==> src/design/pac_pkg.sv <==
package pac_pkg;

	// Partition set: the declared partitions followed by one unknown partition
	localparam int NUM_PARTITIONS  = 5;
	localparam int SHARE_FRAC_BITS = 10;
	localparam int NUM_SHARE_REGS  = 4;
	localparam int NUM_DECLARED    = (NUM_PARTITIONS - 1 < NUM_SHARE_REGS) ?
		NUM_PARTITIONS - 1 : NUM_SHARE_REGS;

	// Field and state widths
	localparam int CNT_W       = 16;
	localparam int SHARE_W     = 11;
	localparam int OP_W        = 2;
	localparam int PART_W      = 3;
	localparam int PIDX_W      = $clog2(NUM_PARTITIONS);
	localparam int SHARE_IDX_W = $clog2(NUM_SHARE_REGS);
	localparam int CFG_IDX_W   = 3;
	localparam int PROD_W      = CNT_W + SHARE_W;
	localparam int SUM_W       = PROD_W + 1;

	localparam logic [CNT_W-1:0] CNT_MAX    = '1;
	localparam logic [CNT_W-1:0] RESET_LIMIT = CNT_W'(20);
	localparam logic [SUM_W-1:0] ROUND_ADD  =
		(SUM_W'(1) << SHARE_FRAC_BITS) - SUM_W'(1);

	// Configuration register indexes
	localparam logic [CFG_IDX_W-1:0] CFG_INITIAL_LIMIT = CFG_IDX_W'(0);
	localparam logic [CFG_IDX_W-1:0] CFG_SHARE_FIRST   = CFG_IDX_W'(1);
	localparam logic [CFG_IDX_W-1:0] CFG_SHARE_LAST    = CFG_IDX_W'(NUM_SHARE_REGS);

	typedef enum logic [OP_W-1:0] {
		OP_ACQUIRE   = 2'd0,
		OP_RELEASE   = 2'd1,
		OP_SET_LIMIT = 2'd2,
		OP_NONE      = 2'd3
	} op_t;

	typedef struct packed {
		logic                 we;
		logic [CFG_IDX_W-1:0] index;
		logic [CNT_W-1:0]     data;
	} cfg_wr_t;

	typedef struct packed {
		logic              admitted;
		logic [CNT_W-1:0]  inflight_now;
		logic [PART_W-1:0] part_echo;
		logic              underflow;
	} result_t;

endpackage

==> src/design/pac_cap_calc.sv <==
module pac_cap_calc (
	input  logic [pac_pkg::CNT_W-1:0]   limit,
	input  logic [pac_pkg::SHARE_W-1:0] share,
	output logic [pac_pkg::CNT_W-1:0]   cap
);
	import pac_pkg::*;

	logic [PROD_W-1:0] prod;
	logic [SUM_W-1:0]  sum;
	logic [SUM_W-1:0]  quo;

	// Scale the limit by the share and round up
	assign prod = PROD_W'(limit) * PROD_W'(share);
	assign sum  = SUM_W'(prod) + ROUND_ADD;
	assign quo  = sum >> SHARE_FRAC_BITS;

	// Clamp to at least one and at most the counter range
	always_comb begin
		if (quo == '0) begin
			cap = CNT_W'(1);
		end else if (quo > SUM_W'(CNT_MAX)) begin
			cap = CNT_MAX;
		end else begin
			cap = quo[CNT_W-1:0];
		end
	end

endmodule

==> src/design/pac_core.sv <==
module pac_core (
	input  logic                         clk,
	input  logic                         arst_n,
	input  pac_pkg::cfg_wr_t             cfg,
	input  logic                         fire,
	input  pac_pkg::op_t                 op,
	input  logic [pac_pkg::PART_W-1:0]   part_index,
	input  logic [pac_pkg::CNT_W-1:0]    limit_value,
	output pac_pkg::result_t             res
);
	import pac_pkg::*;

	logic [CNT_W-1:0]   limit_q;
	logic [CNT_W-1:0]   inflight_q;
	logic [CNT_W-1:0]   busy_q [NUM_PARTITIONS];
	logic [SHARE_W-1:0] share_q [NUM_SHARE_REGS];

	logic [PIDX_W-1:0]  part_sel;
	logic [SHARE_W-1:0] share_sel;
	logic [CNT_W-1:0]   cap_sel;
	logic [CNT_W-1:0]   busy_cur;
	logic [CNT_W-1:0]   busy_nxt;
	logic [CNT_W-1:0]   inflight_nxt;
	logic [CNT_W-1:0]   limit_nxt;
	logic               acq_ok;

	// Fold any out-of-range index onto the unknown partition
	assign part_sel = (part_index >= NUM_PARTITIONS) ?
		PIDX_W'(NUM_PARTITIONS - 1) : PIDX_W'(part_index);

	// Only declared partitions carry a share; the rest get cap one
	assign share_sel = (part_sel < NUM_DECLARED) ?
		share_q[SHARE_IDX_W'(part_sel)] : '0;

	pac_cap_calc u_cap (
		.limit (limit_q),
		.share (share_sel),
		.cap   (cap_sel)
	);

	assign busy_cur = busy_q[part_sel];
	assign acq_ok   = (inflight_q < limit_q) || (busy_cur < cap_sel);

	// Work out the next counters and the result for this request
	always_comb begin
		res          = '0;
		busy_nxt     = busy_cur;
		inflight_nxt = inflight_q;
		limit_nxt    = limit_q;
		case (op)
			OP_ACQUIRE: begin
				res.part_echo = PART_W'(part_sel);
				if (acq_ok) begin
					res.admitted = 1'b1;
					if (busy_cur != CNT_MAX) begin
						busy_nxt = busy_cur + CNT_W'(1);
					end
					if (inflight_q != CNT_MAX) begin
						inflight_nxt = inflight_q + CNT_W'(1);
					end
				end
			end
			OP_RELEASE: begin
				res.part_echo = PART_W'(part_sel);
				if (busy_cur == '0) begin
					res.underflow = 1'b1;
				end else begin
					busy_nxt = busy_cur - CNT_W'(1);
				end
				if (inflight_q == '0) begin
					res.underflow = 1'b1;
				end else begin
					inflight_nxt = inflight_q - CNT_W'(1);
				end
			end
			OP_SET_LIMIT: begin
				limit_nxt = limit_value;
			end
			default: begin
			end
		endcase
		res.inflight_now = inflight_nxt;
	end

	// Global limit: loaded by configuration or by a limit update
	always_ff @(posedge clk or negedge arst_n) begin
		if (!arst_n) begin
			limit_q <= RESET_LIMIT;
		end else if (cfg.we && cfg.index == CFG_INITIAL_LIMIT) begin
			limit_q <= cfg.data;
		end else if (fire) begin
			limit_q <= limit_nxt;
		end
	end

	// Share registers
	always_ff @(posedge clk or negedge arst_n) begin
		if (!arst_n) begin
			for (int i = 0; i < NUM_SHARE_REGS; i++) begin
				share_q[i] <= '0;
			end
		end else if (cfg.we && cfg.index inside {[CFG_SHARE_FIRST:CFG_SHARE_LAST]}) begin
			share_q[SHARE_IDX_W'(cfg.index - CFG_SHARE_FIRST)] <= cfg.data[SHARE_W-1:0];
		end
	end

	// Inflight and busy counters
	always_ff @(posedge clk or negedge arst_n) begin
		if (!arst_n) begin
			inflight_q <= '0;
			for (int i = 0; i < NUM_PARTITIONS; i++) begin
				busy_q[i] <= '0;
			end
		end else if (fire) begin
			inflight_q       <= inflight_nxt;
			busy_q[part_sel] <= busy_nxt;
		end
	end

endmodule

==> src/design/partitioned_concurrency_admission_top.sv <==
// Each request is held in the input register and its result in the result register.
// Throughput: one request per cycle unless out_ready stalls; the input and result registers sit
// around a single multiply, round and compare path for the selected partition cap.
// Reset (arst_n, asynchronous, active low): limit 20, all shares, counters and
// valids cleared; requests are taken as soon as reset is released.
module partitioned_concurrency_admission_top (
	input  logic                          clk,
	input  logic                          arst_n,
	input  logic                          cfg_we,
	input  logic [pac_pkg::CFG_IDX_W-1:0] cfg_index,
	input  logic [pac_pkg::CNT_W-1:0]     cfg_data,
	input  logic                          in_valid,
	output logic                          in_ready,
	input  logic [pac_pkg::OP_W-1:0]      opcode,
	input  logic [pac_pkg::PART_W-1:0]    part_index,
	input  logic [pac_pkg::CNT_W-1:0]     limit_value,
	output logic                          out_valid,
	input  logic                          out_ready,
	output logic                          admitted,
	output logic [pac_pkg::CNT_W-1:0]     inflight_now,
	output logic [pac_pkg::PART_W-1:0]    part_echo,
	output logic                          underflow
);
	import pac_pkg::*;

	logic              valid_s1;
	op_t               opcode_s1;
	logic [PART_W-1:0] part_index_s1;
	logic [CNT_W-1:0]  limit_value_s1;
	logic              fire;
	logic              out_valid_q;
	result_t           result_q;
	result_t           res;
	cfg_wr_t           cfg;

	assign cfg.we    = cfg_we;
	assign cfg.index = cfg_index;
	assign cfg.data  = cfg_data;

	// Process the held request when the result register is free or draining
	assign fire     = valid_s1 && (!out_valid_q || out_ready);
	assign in_ready = !valid_s1 || fire;

	// Input register
	always_ff @(posedge clk or negedge arst_n) begin
		if (!arst_n) begin
			valid_s1 <= 1'b0;
		end else if (in_ready) begin
			valid_s1 <= in_valid;
		end
	end

	always_ff @(posedge clk) begin
		if (in_valid && in_ready) begin
			opcode_s1      <= op_t'(opcode);
			part_index_s1  <= part_index;
			limit_value_s1 <= limit_value;
		end
	end

	pac_core u_core (
		.clk         (clk),
		.arst_n      (arst_n),
		.cfg         (cfg),
		.fire        (fire),
		.op          (opcode_s1),
		.part_index  (part_index_s1),
		.limit_value (limit_value_s1),
		.res         (res)
	);

	// Result register
	always_ff @(posedge clk or negedge arst_n) begin
		if (!arst_n) begin
			out_valid_q <= 1'b0;
		end else if (fire) begin
			out_valid_q <= 1'b1;
		end else if (out_ready) begin
			out_valid_q <= 1'b0;
		end
	end

	always_ff @(posedge clk) begin
		if (fire) begin
			result_q <= res;
		end
	end

	assign out_valid    = out_valid_q;
	assign admitted     = result_q.admitted;
	assign inflight_now = result_q.inflight_now;
	assign part_echo    = result_q.part_echo;
	assign underflow    = result_q.underflow;

endmodule
==> config.mk <==
export PLATFORM = sky130hd
export DESIGN_NAME = partitioned_concurrency_admission_top
export DESIGN_NICKNAME = d
export VERILOG_FILES = /design/src/design/pac_pkg.sv /design/src/design/pac_cap_calc.sv /design/src/design/pac_core.sv /design/src/design/partitioned_concurrency_admission_top.sv
export SDC_FILE = /design/constraint.sdc
export NUM_CORES = 1
export LEC_CHECK = 0
export BUFFER_PORTS_ARGS = -buffer_cell sky130_fd_sc_hd__buf_2
export CELL_PAD_IN_SITES_DETAIL_PLACEMENT = 0
export CELL_PAD_IN_SITES_GLOBAL_PLACEMENT = 1
export CORE_ASPECT_RATIO = 0.7
export CORE_MARGIN = 2
export CORE_UTILIZATION = 45
export CTS_CLUSTER_DIAMETER = 30
export DETAILED_ROUTE_END_ITERATION = 16
export GPL_ROUTABILITY_DRIVEN = 1
export GPL_TIMING_DRIVEN = 0
export PLACE_DENSITY_LB_ADDON = 0.1
export SKIP_CTS_REPAIR_TIMING = 1
export SYNTH_ARGS = -nofsm -noshare
export SYNTH_HDL_FRONTEND = slang
export SYNTH_SLANG_ARGS = --single-unit
==> constraint.sdc <==
create_clock -name clk -period 9.7 [get_ports clk]
set_input_delay 2.91 -clock clk [delete_from_list [all_inputs] [get_ports clk]]
set_output_delay 2.91 -clock clk [all_outputs]
set_load 0.02 [all_outputs]
==> flow_metrics.py, run 1 <==
metrics = {
    "layout": {
        "layout-drive-gt1-share_pct": 19.7,
        "fillers": 3417,
        "final_nets": 2169,
        "stdcell_count": 2390,
        "area_delta_synth_final_pct": 15.4,
        "fin_util_pct": 53.0,
    },
    "power": {
        "power.leakage_nw": 9.01,
        "power_density_nw_per_um2": 373,
        "peakVddDrop_mv": 0.293,
    },
    "critical_path": {
        "r2r-start": "part_index_s1[1]$_DFFE_PP_",
        "crit_required_ps": 10100,
        "worstPathArrival_ps": 9900,
        "crit_path_max_incr_delay_ps": 550,
        "cp-start-kind": "flip-flop",
        "crit_path_end_kind": "flip-flop",
        "cp-startpoint": "part_index_s1[1]$_DFFE_PP_",
        "critical_path_class": "reg -> reg",
        "critPathSlowestCell": "fa_1",
        "cp_max_fo": 10,
        "cp_common_cell": "fa_1",
    },
    "die": {
        "die_x_um": 238,
        "core_area_sq_um": 37400,
        "dieArea_sq_um": 39800,
        "initial_utilization_pct": 45.9,
        "io_pins": 68,
        "rows": 59,
        "die_y_um": 167,
    },
    "synthesis": {
        "syn_area_per_cell_sq_um": 9.66,
        "synth_flop_cell": "dfrtp_1",
        "syn-num-nets": 2060,
        "async_flop_share_pct": 79.0,
        "synth_area_leaders": "dfrtp_1 (23%), fa_1 (16%), ha_1 (7.4%), edfxtp_1 (7.3%), mux2_2 (6.0%)",
        "seq_area_frac_synth_pct": 30.4,
        "synth_cells": 1779,
        "netlist_area_sq_um": 17200,
        "synth-edff-count": 42,
        "yosys.area.top_type": "dfrtp_1",
        "synth.distinct_cells": 93,
        "yosys-top-cells-count": "nand2_1 (224), inv_1 (186), dfrtp_1 (156)",
        "ys_warn_count": 0,
        "ys_ff_latch": 200,
        "yosysTopAreaCellShare_pct": 22.7,
        "yosysMostFrequentCell": "nand2_1",
    },
    "routing": {
        "drc": 0,
        "vias": 13700,
        "first_iter_violations": 1113,
        "wl_um": 51100,
        "post_drt_via_cell_ratio": 5.73,
        "first_pass_iters": 5,
        "wl_per_cell_um": 21.4,
        "ant_nets": 0,
    },
    "timing": {
        "period_share_pct": 98.0,
        "hold_viol": 0,
        "finalClockSkew_ps": 28.3,
        "worst_slew_pin_slew_ps": 1280,
        "setup_viol": 0,
        "fin_crit_ps": 9500,
        "fmax_ghz": 0.105,
        "hold_ws_ps": 477,
        "maxSlewViolCount": 0,
        "slew_headroom_pct": 14.6,
    },
    "place": {
        "dp_hpwl_um": 39700,
        "port-buffer-count": 67,
        "place_congestion": 0.928,
        "dp.cells": 2335,
    },
    "run_status": {
        "status": "finished clean",
    },
    "clock_network": {
        "cts_htree_levels": 4,
        "cts_tree": "done",
        "cts-root-buf": "clkbuf_16",
        "cts_buffers": 17,
        "clock_latency_ps": 470,
        "cts_buffer_depth": 2,
        "cts_sinks": 200,
        "clkTransAtPathRegs_ps": 80,
    },
    "global_route": {
        "grt_pass1_vias": 13400,
        "grt_pass1_wl_um": 78600,
        "grt_use_total_pct": 25.9,
        "grt_max_degree": 87,
        "antenna_found_initial": 1,
        "gr-total-overflow": 0,
    },
    "worst_hold_path": {
        "min_from": "u_core.busy_q[4]$_DFFE_PN0P_",
        "hold_class": "reg -> reg",
    },
    "flow_run": {
        "drv_cap": 0,
    },
}
[area by class of cell]
class / instances / area (sq um) / share of cell area, %
multi-input cells: 1299 / 11500 / 57.8
diodes: 1 / 2.50 / 0.0126
clock buffers: 17 / 425 / 2.15
clock inverters: 15 / 226 / 1.14
repair buffers: 97 / 623 / 3.14
inverters: 189 / 712 / 3.59
plain buffers: 84 / 546 / 2.75
flip-flops and latches: 200 / 5220 / 26.3
well taps: 488 / 611 / 3.08
[state kept, by name, indices dropped and copies added, names as in the netlist]
register           flops
part_index_s1          3
underflow              1
u_core.share_q        44
out_valid              1
part_echo              3
u_core.busy_q         80
limit_value_s1        16
inflight_now          16
u_core.inflight_q     16
admitted               1
valid_s1               1
opcode_s1              2
u_core.limit_q        16
[power breakdown]
| part | internal [mW] | total (mW) | leakage, nW | switching [mW] |
|---|---|---|---|---|
| sequential | 1.12 | 1.30 | 2.40 | 0.173 |
| clock | 0.364 | 0.772 | 0.307 | 0.408 |
| combinational | 2.06 | 5.33 | 6.30 | 3.27 |
[kinds of logic after synthesis]
family | share of synthesized area [%]
compound gates | 12.7
buf+inv | 6.37
mux | 9.29
flops | 30.4
simple gates | 16.1
fa+ha+maj | 23.0
xor+xnor | 2.14
[metrics by stage]
step           instance area, sq um  setup WS [ps]  total power, mW  setup TNS, ps
4_1_cts                       18800          -2890             6.76        -300560
3_3_place_gp                  18100          -2890             5.89        -297150
3_5_place_dp                  18200          -2880             5.96        -295230
6_report                      19800            198             7.40              0
5_1_grt                       19800          -59.3             8.03           -855
2_1_floorplan                 17200           61.4             4.66              0
[path summary, 6_finish.rpt]
kind	to	slack (ps)	cells after the start
worst min register to register	u_core.busy_q[4]$_DFFE_PN0P_	480	1
max in group asynchronous	u_core.limit_q[4]$_DFFE_PN1P_	6410	2
min in group asynchronous	u_core.busy_q[38]$_DFFE_PN0P_	2400	1
worst max-delay path	u_core.busy_q[30]$_DFFE_PN0P_	200	39
worst max register to register	u_core.busy_q[30]$_DFFE_PN0P_	200	39
worst min-delay path	u_core.busy_q[4]$_DFFE_PN0P_	480	1
[worst max-delay path, delay by kind of cell (launching register included)]
kind            cells  cell delay, ps
buf+inv            10            1290
fa+ha+maj           7            3190
compound gates     13            2410
simple gates        7            1490
flops               1             400
mux                 2             620
[cell usage in the layout, fill, tap and decap left out, types with 26 or more instances in the layout]
cell type / count
o21ai_0: 67
a21oi_1: 68
fa_1: 133
edfxtp_1: 42
mux2i_1: 29
dfrtp_1: 156
buf_4: 27
buf_2: 69
xnor2_1: 26
clkbuf_1: 47
nor2_1: 93
inv_1: 186
mux2_2: 88
ha_1: 93
and2_1: 81
nand2_1: 221
[layer usage]
metal  part of all wire (%)  GRT usage, %
met4                   0.81          3.86
met2                     40          35.5
met3                    7.4          5.49
met5                      0             0
met1                     52          42.1
Power figures use the tool's default switching activity.
==> inputs of run 2 (changes only) <==
- CAP_MARGIN: unset -> 20
- CORE_UTILIZATION: 45 -> 50
- SYNTH_HIERARCHICAL: unset -> 1
- clock period: 9.7 -> 9 ns (I/O delays scaled with it)
==> run 2 against run 1 <==
Setup slack lost 260 ps. Clock skew shrank 19 ps. Sequential share of layout area shrank 0.86 points. The flow now finishes with violations (negative setup slack). Clock-buffer cell count grew 3. Routed wire length shrank 0.32%. Final cell count is the same. Critical path type unchanged. Utilization grew 8.2 points. Critical endpoint is now u_core/busy_q[47]$_DFFE_PN0P_. Via count grew 2.0%.
==> flow_metrics.py, run 2 <==
metrics = {
    "layout": {
        "reg.largest.list": "u_core/busy_q (80), u_core/share_q (44)",
        "largest_reg_flops": 80,
        "top_register": "u_core/busy_q",
        "area_delta_synth_final_pct": 20.5,
        "stdcell_count": 2390,
        "fillers": 2899,
        "layout-drive-gt1-share_pct": 23.6,
        "layout_commonest_cell": "nand2_1",
        "final_cell_mix": "nand2_1 (248), inv_1 (196), dfrtp_1 (156)",
        "final_nets": 2219,
        "area.sequential_sq_um": 5220,
        "multi_input_area_sq_um": 11600,
    },
    "synthesis": {
        "synth-edff-count": 42,
        "yosys.area.top_type": "dfrtp_1",
        "ys_warn_count": 6,
        "seq_area_frac_synth_pct": 30.7,
        "ys_ff_latch": 200,
        "syn_area_per_cell_sq_um": 9.56,
        "synth_area_leaders": "dfrtp_1 (23%), fa_1 (16%), edfxtp_1 (7.4%), ha_1 (7.4%), nand2_1 (5.7%)",
        "netlist_area_sq_um": 17000,
        "async_flop_share_pct": 79.0,
        "yosys-top-cells-count": "nand2_1 (257), inv_1 (209), dfrtp_1 (156)",
        "yosysMostFrequentCell": "nand2_1",
        "yosysTopAreaCellShare_pct": 23.0,
        "synth.distinct_cells": 82,
        "syn-num-nets": 2057,
        "synth_cells": 1778,
        "synth_flop_cell": "dfrtp_1",
    },
    "clock_network": {
        "clock_latency_ps": 460,
        "cts_tree": "done",
        "cts_htree_levels": 4,
        "cts_sinks": 200,
        "clkTransAtPathRegs_ps": 80,
        "cts-root-buf": "clkbuf_16",
        "cts_buffer_depth": 2,
        "cts_buffers": 17,
    },
    "run_status": {
        "status": "finished with violations",
        "failed_checks": "negative setup slack",
    },
    "timing": {
        "fin_crit_ps": 9060,
        "period_share_pct": 101,
        "fmax_ghz": 0.110,
        "setup_viol": 27,
        "timing.setup.tns_ps": -552,
        "slew_headroom_pct": 27.6,
        "rsz0062_at_grt": "true",
        "timing.final.ws_setup_ps": -58.2,
        "hold_viol": 0,
        "maxSlewViolCount": 0,
        "worst_slew_pin_slew_ps": 1070,
        "finalClockSkew_ps": 9.23,
    },
    "critical_path": {
        "crit_family": "adder cells",
        "crit_path_max_incr_delay_ps": 580,
        "worstPathArrival_ps": 9430,
        "r2r_end": "u_core/busy_q[47]$_DFFE_PN0P_",
        "critPathSlowestCell": "fa_1",
        "path_buf_inv": 10,
        "crit_required_ps": 9380,
        "cp-start-kind": "flip-flop",
        "cp_max_fo": 8,
        "cp_common_cell": "fa_1",
        "rrSetupSlack_ps": -60,
        "r2r-start": "part_index_s1[2]$_DFFE_PP_",
        "critical_path_class": "reg -> reg",
        "r2r_cells": 38,
        "crit_path_end_kind": "flip-flop",
    },
    "die": {
        "initial_utilization_pct": 50.7,
        "rows": 56,
        "dieArea_sq_um": 35500,
        "io_pins": 68,
        "core_area_sq_um": 33500,
        "die_y_um": 158,
        "die_x_um": 224,
    },
    "worst_hold_path": {
        "holdPathStages": 1,
        "hold_class": "reg -> reg",
        "hold_path_end": "u_core/busy_q[11]$_DFFE_PN0P_",
        "min_from": "u_core/busy_q[11]$_DFFE_PN0P_",
    },
    "place": {
        "place_congestion": 0.901,
        "dp.cells": 2282,
        "dp_hpwl_um": 38800,
        "port-buffer-count": 67,
    },
    "global_route": {
        "antenna_found_initial": 2,
        "gr-total-overflow": 0,
        "grt_pass1_wl_um": 76800,
        "grt_pass1_vias": 13200,
        "grt_max_degree": 104,
        "grt_use_total_pct": 28.9,
    },
    "power": {
        "power_mw": 8.09,
        "peakVddDrop_mv": 0.357,
        "power_density_nw_per_um2": 395,
        "power.leakage_nw": 9.37,
    },
    "routing": {
        "vias": 14000,
        "post_drt_via_cell_ratio": 5.84,
        "wl_um": 51000,
        "first_pass_iters": 5,
        "drc": 0,
        "wl_per_cell_um": 21.3,
        "ant_nets": 0,
        "first_iter_violations": 1294,
    },
    "flow_run": {
        "drv_cap": 0,
    },
}
## run 2: cells by family (layout without fill, tap and decap cells)
| family | after synthesis | in the layout | share of synthesized area (%) |
|---|---|---|---|
| multiplexers | 104 | 104 | 7.94 |
| adder cells (fa/ha/maj) | 234 | 234 | 23.1 |
| flip-flops | 200 | 200 | 30.7 |
| buffers and inverters | 303 | 478 | 7.00 |
| AND/OR/NAND/NOR | 592 | 592 | 17.2 |
| other | 0 | 2 | 0 |
| XOR/XNOR | 52 | 52 | 2.68 |
| AO/OA/AOI/OAI | 293 | 293 | 11.4 |
## run 2: metrics by stage
stage | area [sq um] | utilization [%] | setup WS, ps | hold WS (ps)
global placement | 17900 | 53.4 | -2790 | 456
global route | 20500 | 61.1 | -315 | 484
floorplan | 17000 | - | 4.93 | 441
detailed placement | 17900 | 53.6 | -2790 | 457
CTS | 18600 | 55.4 | -2830 | 472
finish | 20500 | 61.2 | -58.2 | 471
## run 2: cell type report
class                           count  area share [%]
Clock inverter                     12           0.684
Timing Repair Buffer              150            5.57
Sequential cell                   200            25.5
Clock buffer                       20            2.33
Multi-Input combinational cell   1275            56.7
Buffer                             84            2.68
Antenna cell                        2          0.0244
Inverter                          212            3.88
Tap cell                          435            2.66
## run 2: worst max path at each step
stage               depth (start not counted)                  startpoint  slack [ps]                       endpoint
floorplan                                  39  part_index_s1[1]$_DFFE_PP_           5      inflight_now[9]$_DFFE_PP_
global placement                           40  part_index_s1[1]$_DFFE_PP_       -2790  u_core/busy_q[33]$_DFFE_PN0P_
detailed placement                         40  part_index_s1[1]$_DFFE_PP_       -2790  u_core/busy_q[33]$_DFFE_PN0P_
CTS                                        40  part_index_s1[1]$_DFFE_PP_       -2830  u_core/busy_q[33]$_DFFE_PN0P_
global route                               40  part_index_s1[2]$_DFFE_PP_        -310  u_core/busy_q[48]$_DFFE_PN0P_
finish                                     38  part_index_s1[2]$_DFFE_PP_         -60  u_core/busy_q[47]$_DFFE_PN0P_
## run 2: routing by layer
| metal | global-route usage [%] | vias up | part of all wire, % |
|---|---|---|---|
| met3 | 5.61 | 41 | 9.2 |
| met2 | 38.2 | 601 | 40 |
| met5 | 0 | - | 0 |
| met4 | 5.42 | 0 | 0.91 |
| met1 | 47.9 | 6968 | 50 |
| li1 | - | 6356 | - |
## run 2: report_power, final
part           internal, mW  switching, mW
registers              1.19          0.230
logic                  2.57           3.30
clock network         0.405          0.400
total                  4.17           3.93
==> inputs of run 3 (changes only) <==
- SYNTH_HIERARCHICAL: 1 -> unset
==> run 3 against run 2 <==
Clock-buffer cell count fell by 3. Worst hold slack improved by 5.8 ps. Critical path type unchanged. Fmax fell by 0.92%. Non-clock buffer count fell by 12. The run still ends with negative setup slack left. Critical endpoint is now u_core.busy_q[18]$_DFFE_PN0P_. Global-route usage fell by 0.52 points.
==> flow_metrics.py, run 3 (synthesized netlist as in run 1, its figures left out) <==
metrics = {
    "run_status": {
        "status": "finished with violations",
        "failed_checks": "negative setup slack",
    },
    "routing": {
        "vias": 14100,
        "wl_per_cell_um": 21.6,
        "wl_um": 51400,
        "post_drt_via_cell_ratio": 5.91,
        "drc": 0,
        "first_pass_iters": 8,
        "ant_nets": 0,
        "first_iter_violations": 1441,
    },
    "global_route": {
        "grt_max_degree": 82,
        "use_met2_pct": 38.1,
        "grt_pass1_vias": 13400,
        "use_met3_pct": 8.34,
        "busiest_layer": "met1",
        "grt_use_met1_pct": 45.0,
        "grt_use_total_pct": 28.3,
        "antenna_found_initial": 1,
        "gr-total-overflow": 0,
        "grt_pass1_wl_um": 77500,
    },
    "die": {
        "core_area_sq_um": 33600,
        "die_x_um": 226,
        "dieArea_sq_um": 35900,
        "io_pins": 68,
        "die_y_um": 159,
        "initial_utilization_pct": 51.1,
        "rows": 56,
    },
    "clock_network": {
        "cts_buffers": 17,
        "cts_sinks": 200,
        "cts-root-buf": "clkbuf_16",
        "clkTransAtPathRegs_ps": 100,
        "clock_latency_ps": 470,
        "cts_htree_levels": 4,
        "cts_tree": "done",
        "cts_buffer_depth": 2,
    },
    "timing": {
        "finalClockSkew_ps": 21.7,
        "setup_viol": 33,
        "fmax_ghz": 0.109,
        "timing.final.ws_setup_ps": -142,
        "period_share_pct": 102,
        "timing.setup.tns_ps": -2210,
        "maxSlewViolCount": 0,
        "fin_crit_ps": 9140,
        "slew_headroom_pct": 17.3,
        "rsz0062_at_grt": "true",
        "hold_viol": 0,
        "worst_slew_pin_slew_ps": 1230,
    },
    "critical_path": {
        "cp_max_fo": 7,
        "cp-start-kind": "flip-flop",
        "path_buf_inv": 10,
        "crit_required_ps": 9390,
        "crit_path_end_kind": "flip-flop",
        "crit_path_max_incr_delay_ps": 570,
        "crit_family": "adder cells",
        "critical_path_class": "reg -> reg",
        "critPathSlowestCell": "fa_2",
        "worstPathArrival_ps": 9540,
    },
    "layout": {
        "reg.largest.list": "u_core.busy_q (80), u_core.share_q (44)",
        "layout-drive-gt1-share_pct": 25.8,
        "final_cell_mix": "nand2_1 (209), inv_1 (178), dfrtp_1 (156)",
        "largest_reg_flops": 80,
        "area.sequential_sq_um": 5220,
        "multi_input_area_sq_um": 12100,
        "final_nets": 2210,
        "area_delta_synth_final_pct": 21.3,
        "layout_commonest_cell": "nand2_1",
        "final_area_sq_um": 20800,
        "fin_util_pct": 62.0,
        "stdcell_count": 2379,
        "fillers": 2854,
        "top_register": "u_core.busy_q",
    },
    "place": {
        "dp.cells": 2284,
        "dp_hpwl_um": 38900,
        "placed_area_sq_um": 18200,
        "place_congestion": 0.970,
        "port-buffer-count": 67,
    },
    "worst_hold_path": {
        "hold_class": "reg -> reg",
    },
    "flow_run": {
        "drv_cap": 0,
    },
}
-- run 3: changes by cell type in the layout (fill, tap and decap cells not counted), moves of 13 or more --
cell	delta
nand2_1	-39
mux2_2	+37
a21oi_1	+22
inv_1	-18
a22oi_1	+15
buf_4	-14
o21a_1	+14
xor2_1	-13
-- run 3: path summary, 6_finish.rpt --
check / endpoint / slack [ps] / cells after the start / startpoint
max reg2reg: u_core.busy_q[18]$_DFFE_PN0P_ / -140 / 39 / part_index_s1[0]$_DFFE_PP_
min reg2reg: u_core.busy_q[4]$_DFFE_PN0P_ / 480 / 1 / u_core.busy_q[4]$_DFFE_PN0P_
min: u_core.busy_q[4]$_DFFE_PN0P_ / 480 / 1 / u_core.busy_q[4]$_DFFE_PN0P_
max: u_core.busy_q[18]$_DFFE_PN0P_ / -140 / 39 / part_index_s1[0]$_DFFE_PP_
min in group asynchronous: u_core.busy_q[54]$_DFFE_PN0P_ / 2160 / 1 / arst_n
max in group asynchronous: u_core.inflight_q[11]$_DFFE_PN0P_ / 5970 / 2 / arst_n
-- run 3: area by class of cell --
type	instances	share of cell area, %
inverter	189	3.42
clock inverter	15	1.13
clock buffer	17	2.04
buffer	82	2.62
sequential	200	25.0
multi-input combinational	1299	57.9
antenna	2	0.0240
timing repair buffer	140	5.23
tap	435	2.61
-- run 3: metal layers --
metal	up-vias	wire length [um]
met3	46	5090
met2	570	20800
met4	0	624
li1	6387	-
met5	-	0
met1	7052	24900
-- run 3: worst reg2reg max path: cells and delay by family, from the launching register on --
family	cells	cell delay [ps]
fa+ha+maj	7	3160
compound gates	13	2120
buf+inv	10	1310
simple gates	7	1270
mux	2	740
flops	1	480
-- run 3: through the flow --
step	hold WS [ps]	setup WS, ps
finish	477	-142
floorplan	441	6.89
detailed placement	461	-2670
CTS	477	-2730
global placement	456	-2720
global route	484	-376
Power of run 3 is not shown: default switching activity piles up to over one toggle a cycle in this logic, so the estimate is an artifact.
